`src/rtl/text_console_glyph_renderer_defines.svh`:
```
// ---------------------------------------------------------------------------
// text console glyph renderer assertion macros
// same-cycle and next-cycle implication checks, empty under synthesis
// ---------------------------------------------------------------------------
`ifndef TEXT_CONSOLE_GLYPH_RENDERER_DEFINES_SVH
`define TEXT_CONSOLE_GLYPH_RENDERER_DEFINES_SVH

`ifndef SYNTHESIS
`define TCGR_ASSERT_SAME(label, clk, rst, cond, prop) \
  label: assert property (@(posedge clk) disable iff (rst) (cond) |-> (prop)) \
    else $error("tcgr same-cycle check failed");
`define TCGR_ASSERT_NEXT(label, clk, rst, cond, prop) \
  label: assert property (@(posedge clk) disable iff (rst) (cond) |=> (prop)) \
    else $error("tcgr next-cycle check failed");
`else
`define TCGR_ASSERT_SAME(label, clk, rst, cond, prop)
`define TCGR_ASSERT_NEXT(label, clk, rst, cond, prop)
`endif

`endif

```
`src/rtl/tcgr_pkg.sv`:
```
`timescale 1ns / 1ps
// ---------------------------------------------------------------------------
// tcgr_pkg
// shared widths, codes, control word types and the microcode program
// ---------------------------------------------------------------------------
package tcgr_pkg;

  localparam int GLYPH_LINES = 16;
  localparam int FONT_BYTES  = 2048;

  localparam int LINE_W  = $clog2(GLYPH_LINES);
  localparam int FONT_AW = $clog2(FONT_BYTES);
  localparam int COL_W   = 10;
  localparam int ROW_W   = 8;
  localparam int SW_W    = 13;
  localparam int ADDR_W  = 24;
  localparam int BYTE_W  = 8;
  localparam int CODE_W  = 8;
  localparam int CH_W    = 7;
  localparam int FIN_W   = 11;
  localparam int ROWL_W  = ROW_W + LINE_W;
  localparam int IDX_W   = CH_W + LINE_W;
  localparam int CFG_W   = 13;
  localparam int CFG_IW  = 2;
  localparam int STEP_W  = 3;

  localparam logic [LINE_W-1:0] LINE_LAST = LINE_W'(GLYPH_LINES - 1);

  localparam logic [COL_W-1:0] TEXT_COLUMNS_RST = 10'd80;
  localparam logic [ROW_W-1:0] TEXT_ROWS_RST    = 8'd26;
  localparam logic [SW_W-1:0]  SCREEN_WIDTH_RST = 13'd640;

  localparam logic [CODE_W-1:0] CODE_NULL    = 8'd0;
  localparam logic [CODE_W-1:0] CODE_NEWLINE = 8'd10;
  localparam logic [CH_W-1:0]   CHAR_QMARK   = 7'd63;

  typedef enum logic [CFG_IW-1:0] {
    REG_TEXT_COLUMNS = 2'd0,
    REG_TEXT_ROWS    = 2'd1,
    REG_SCREEN_WIDTH = 2'd2
  } cfg_reg_t;

  typedef enum logic [0:0] {
    KIND_GLYPH  = 1'b0,
    KIND_SCROLL = 1'b1
  } out_kind_t;

  typedef enum logic [0:0] {
    MODE_CHAR = 1'b0,
    MODE_FONT = 1'b1
  } in_mode_t;

  typedef enum logic [2:0] {
    OP_NONE,
    OP_LOAD,
    OP_CURSOR,
    OP_SCROLL,
    OP_GLYPH,
    OP_ADVANCE
  } ctl_op_t;

  typedef enum logic [2:0] {
    C_NEVER,
    C_ALWAYS,
    C_NO_ITEM,
    C_NO_SCROLL,
    C_NEWLINE,
    C_MORE_LINES
  } cond_t;

  typedef logic [STEP_W-1:0] step_t;

  localparam step_t STEP_IDLE    = 3'd0;
  localparam step_t STEP_CURSOR  = 3'd1;
  localparam step_t STEP_SCROLL  = 3'd2;
  localparam step_t STEP_NEWLINE = 3'd3;
  localparam step_t STEP_PREP    = 3'd4;
  localparam step_t STEP_GLYPH   = 3'd5;
  localparam step_t STEP_ADVANCE = 3'd6;

  typedef struct packed {
    ctl_op_t op;
    logic    take_in;
    logic    emit;
    cond_t   cond;
    step_t   target;
  } ctl_word_t;

  typedef struct packed {
    ctl_op_t op;
    logic    fire;
    logic    take_in;
  } seq_ctl_t;

  typedef struct packed {
    logic item_go;
    logic scroll;
    logic newline;
    logic more_lines;
    logic slot_free;
  } dp_stat_t;

  function automatic ctl_word_t ucode(input step_t step);
    ctl_word_t w;
    w = '{op: OP_NONE, take_in: 1'b0, emit: 1'b0, cond: C_ALWAYS, target: STEP_IDLE};
    case (step)
      STEP_IDLE: begin
        w = '{op: OP_LOAD, take_in: 1'b1, emit: 1'b0, cond: C_NO_ITEM, target: STEP_IDLE};
      end
      STEP_CURSOR: begin
        w = '{op: OP_CURSOR, take_in: 1'b0, emit: 1'b0, cond: C_NO_SCROLL,
              target: STEP_NEWLINE};
      end
      STEP_SCROLL: begin
        w = '{op: OP_SCROLL, take_in: 1'b0, emit: 1'b1, cond: C_NEVER, target: STEP_IDLE};
      end
      STEP_NEWLINE: begin
        w = '{op: OP_NONE, take_in: 1'b0, emit: 1'b0, cond: C_NEWLINE, target: STEP_IDLE};
      end
      STEP_PREP: begin
        w = '{op: OP_NONE, take_in: 1'b0, emit: 1'b0, cond: C_NEVER, target: STEP_IDLE};
      end
      STEP_GLYPH: begin
        w = '{op: OP_GLYPH, take_in: 1'b0, emit: 1'b1, cond: C_MORE_LINES,
              target: STEP_GLYPH};
      end
      STEP_ADVANCE: begin
        w = '{op: OP_ADVANCE, take_in: 1'b0, emit: 1'b0, cond: C_ALWAYS, target: STEP_IDLE};
      end
      default: begin
        w = '{op: OP_NONE, take_in: 1'b0, emit: 1'b0, cond: C_ALWAYS, target: STEP_IDLE};
      end
    endcase
    return w;
  endfunction

endpackage

```
`src/rtl/tcgr_sequencer.sv`:
```
`timescale 1ns / 1ps
// ---------------------------------------------------------------------------
// tcgr_sequencer
// step counter over the microcode table with conditional jumps and stalls
// ---------------------------------------------------------------------------
module tcgr_sequencer (
  input  logic               clk,
  input  logic               rst,
  input  tcgr_pkg::dp_stat_t stat,
  output tcgr_pkg::seq_ctl_t ctl
);

  tcgr_pkg::step_t     step;
  tcgr_pkg::step_t     step_next;
  tcgr_pkg::ctl_word_t word;
  logic                go;
  logic                taken;

  always_comb begin
    word = tcgr_pkg::ucode(step);
    go   = !word.emit || stat.slot_free;
    case (word.cond)
      tcgr_pkg::C_NEVER:      taken = 1'b0;
      tcgr_pkg::C_ALWAYS:     taken = 1'b1;
      tcgr_pkg::C_NO_ITEM:    taken = !stat.item_go;
      tcgr_pkg::C_NO_SCROLL:  taken = !stat.scroll;
      tcgr_pkg::C_NEWLINE:    taken = stat.newline;
      tcgr_pkg::C_MORE_LINES: taken = stat.more_lines;
      default:                taken = 1'b1;
    endcase
    if (!go) begin
      step_next = step;
    end else if (taken) begin
      step_next = word.target;
    end else begin
      step_next = step + tcgr_pkg::STEP_W'(1);
    end
    ctl.op      = word.op;
    ctl.fire    = go;
    ctl.take_in = word.take_in;
  end

  always_ff @(posedge clk) begin
    if (rst) begin
      step <= tcgr_pkg::STEP_IDLE;
    end else begin
      step <= step_next;
    end
  end

endmodule

```
`config.mk`:
```
export PLATFORM = sky130hd
export DESIGN_NAME = tcgr_sequencer
export DESIGN_NICKNAME = d
export VERILOG_FILES = /design/src/rtl/text_console_glyph_renderer_defines.svh /design/src/rtl/tcgr_pkg.sv /design/src/rtl/tcgr_sequencer.sv
export SDC_FILE = /design/constraint.sdc
export NUM_CORES = 1
export LEC_CHECK = 0
export BUFFER_PORTS_ARGS = -buffer_cell sky130_fd_sc_hd__buf_4
export CELL_PAD_IN_SITES_DETAIL_PLACEMENT = 0
export CELL_PAD_IN_SITES_GLOBAL_PLACEMENT = 1
export CORE_AREA = 4 4 41 43
export DETAILED_ROUTE_END_ITERATION = 12
export DIE_AREA = 0 0 45 47
export PLACE_DENSITY_LB_ADDON = 0.12
export SYNTH_ARGS = -nofsm -noshare
export SYNTH_HDL_FRONTEND = slang
export SYNTH_SLANG_ARGS = --single-unit
```
`constraint.sdc`:
```
create_clock -name clk -period 2 [get_ports clk]
set_clock_uncertainty 0.05 [all_clocks]
set_input_delay 0 -clock clk [delete_from_list [all_inputs] [get_ports clk]]
set_output_delay 0 -clock clk [all_outputs]
set_load 0.02 [all_outputs]
```
==> out/results.tsv <==
metric	value	unit
status	finished, final reports clean	
yosysWarnings	0	
drcViolationCount	0	
gp_congestion	0.698	
pwr_density_cell	1520	mW/mm²
dr_total_vias	428	
p_int	0.455	mW
p_comb_share	74.4	%
criticalPathCategory	flop to flop	
p_leak	0.230	nW
final_nets	82	
p_total	0.841	mW
htree_levels	1	
synth_cells	49	
dr.pass1.iters	4	
start_kind	flop	
dp_hpwl	706	µm
finalCritPeriodShare	94.3	%
fp.dieH	47	µm
cpPeakStageDelay	0.47	ns
grt_pass1_wl	1.57	mm
syn-mean-instance-area	7.43	µm²
rsz0062_at_grt	no	
initial_core_util	28.0	%
multi_input_area	285	µm²
p_clk_share	13.4	%
cts_tree	yes	
die_x	45	µm
cts_sinks	3	
crit_family	simple AND/OR/NAND/NOR gates	
ys_types	25	
cp_cell_sequence	inv_1 > ha_2 > nor2_4 > nor3_2 > o32ai_1 > a22o_1 > or4b_1 > a21oi_1	
vias_per_cell	5.04	
switchingPower	0.386	mW
regMostFlops	step	
clock_path_buffers	2	
worstSkewPairLatency	0.24	ns
first_iter_violations	17	
core_region_area	0.00130	mm²
setup_slack	0.113	ns
grt_start_max_net_pins	8	
endpoint_kind	flop	
drt-wirelength-per-cell	11.0	µm
n_antenna_cell	0	
max-slew-margin-rel	82.1	%
ir_drop	0.670	mV
hold_violations	0	
setup_viol	0	
overflow	0	
ioPinCount	12	
largest_reg_flops	3	
cts_root_buf	clkbuf_4	
rows	13	
critical_path_buf_inv_count	1	
hold_path_class	primary input to flop	
crit_fanout	5	
seq_power_share	12.2	%
worst_pin_slew	0.268	ns
switching_share	45.9	%
ant_nets	0	
seqCellArea	61.3	µm²
drive_gt1_share	40.0	%
antenna_found_initial	0	
max_clock_freq	0.530	GHz
setup_tns	0	ns
final_core_util	42.6	%
grt_pass1_vias	384	
maxCapViolCount	0	
area_growth	52.2	%
fill_cells	141	
path_clk_slew	0.04	ns
pre_cts_ws	0.0350	ns
die-area	0.00212	mm²
portBuffers	11	
cts-buffers-inserted	3	
finalMaxSlewViolations	0	
grt_usage	10.7	%
routed_wl	933	µm
ys_seq_area_share	16.5	%
finalCriticalPeriod	1.89	ns
crit_required	2.12	ns
synth-seq-cells	3	
reg_top3	step x3	
synthesis.area	364	µm²
critPathSlowestCell	or4b_1	
worstPathArrival	2.01	ns
syn_nets	60	
-- layout by cell type, fill, tap and decap left out, types with 2 or more instances in the layout --
cell	count
clkbuf_4	3
ha_2	3
mux2i_1	2
inv_1	3
buf_4	17
a21oi_1	4
o21ai_0	2
dlygate4sd3_1	2
nand2_1	6
dfxtp_1	2
a31oi_1	3
nor2_1	3
nand2b_1	2
-- worst paths after layout --
check | cells past startpoint | endpoint | slack [ns] | startpoint
worst max-delay path | 8 | step[1]$_SDFFE_PP0P_ | 0.11 | step[0]$_SDFFE_PP0P_
worst min-delay path | 6 | step[0]$_SDFFE_PP0P_ | 0.37 | stat[4]
worst max register to register | 8 | step[1]$_SDFFE_PP0P_ | 0.11 | step[0]$_SDFFE_PP0P_
worst min register to register | 2 | step[0]$_SDFFE_PP0P_ | 0.44 | step[0]$_SDFFE_PP0P_
-- per-stage QoR --
step,instance area [µm²],instances,hold WS (ns)
2_1_floorplan,367,49,0.0191
3_3_place_gp,487,78,0.140
3_5_place_dp,487,78,0.142
4_1_cts,533,84,0.273
5_1_grt,554,85,0.400
6_report,554,85,0.373
-- Yosys cell counts --
master    n  area, µm²
dfxtp_1   3       60.1
mux2i_1   2       20.0
or3b_1    1       8.76
and2b_1   1       7.51
nand3b_1  1       7.51
buf_4     1       7.51
a21oi_1   4       20.0
nor2b_1   1       6.26
or4b_1    1       10.0
nor3_2    1       10.0
o32ai_1   1       8.76
inv_1     4       15.0
a22o_1    1       8.76
nor3_1    1       5.00
nand3_1   1       5.00
a31oi_1   3       18.8
and2_1    1       6.26
nand2_1   6       22.5
buf_6     1       11.3
nor2_1    4       15.0
a211o_1   1       8.76
o21ai_0   2       10.0
ha_1      4       50.1
nand2b_1  2       12.5
o21ai_2   1       8.76
-- cell type report --
cell class	instances	area share, %
Tap cell	15	3.39
Timing Repair Buffer	19	26.6
Clock buffer	4	4.74
Multi-Input combinational cell	40	51.5
Sequential cell	3	11.1
Inverter	4	2.71
-- layer usage --
layer	part of all wire, %	track usage [%]	vias to the layer above
li1	-	-	214
met3	7.8	2.68	3
met2	47	15.8	17
met5	0	0	-
met4	3.0	10.5	0
met1	42	12.2	194
-- worst register-to-register path, cell delays in order (launching register included) --
cell     delay [ns]
dfxtp_2        0.33
inv_1          0.08
ha_2           0.22
nor2_4         0.05
nor3_2         0.11
o32ai_1        0.09
a22o_1         0.25
or4b_1         0.47
a21oi_1        0.15
-- timing repair --
item / CTS / global route
gates resized for setup: 0 / 6
endpoints found under the hold margin: 3 / 0
hold buffers: 2 / 0
setup endpoints to repair: 0 / 2
buffers inserted: 0 / 1
-- cell families after synthesis --
family	after synthesis	share of synthesized area, %
simple gates	21	32.0
compound gates	13	23.0
flops	3	16.5
fa+ha+maj	4	13.7
mux	2	5.50
buf+inv	6	9.28
-- power by group through the flow --
stage | Clock (mW) | Combinational (mW) | Sequential [mW]
final | 0.113 | 0.626 | 0.102
after floorplan | 0 | 0.363 | 0.104
after global routing | 0.127 | 0.693 | 0.106
after global placement | 0 | 0.590 | 0.0997
after CTS | 0.120 | 0.583 | 0.0985
after detailed placement | 0 | 0.578 | 0.0992
(Power assumes the default switching activity.)
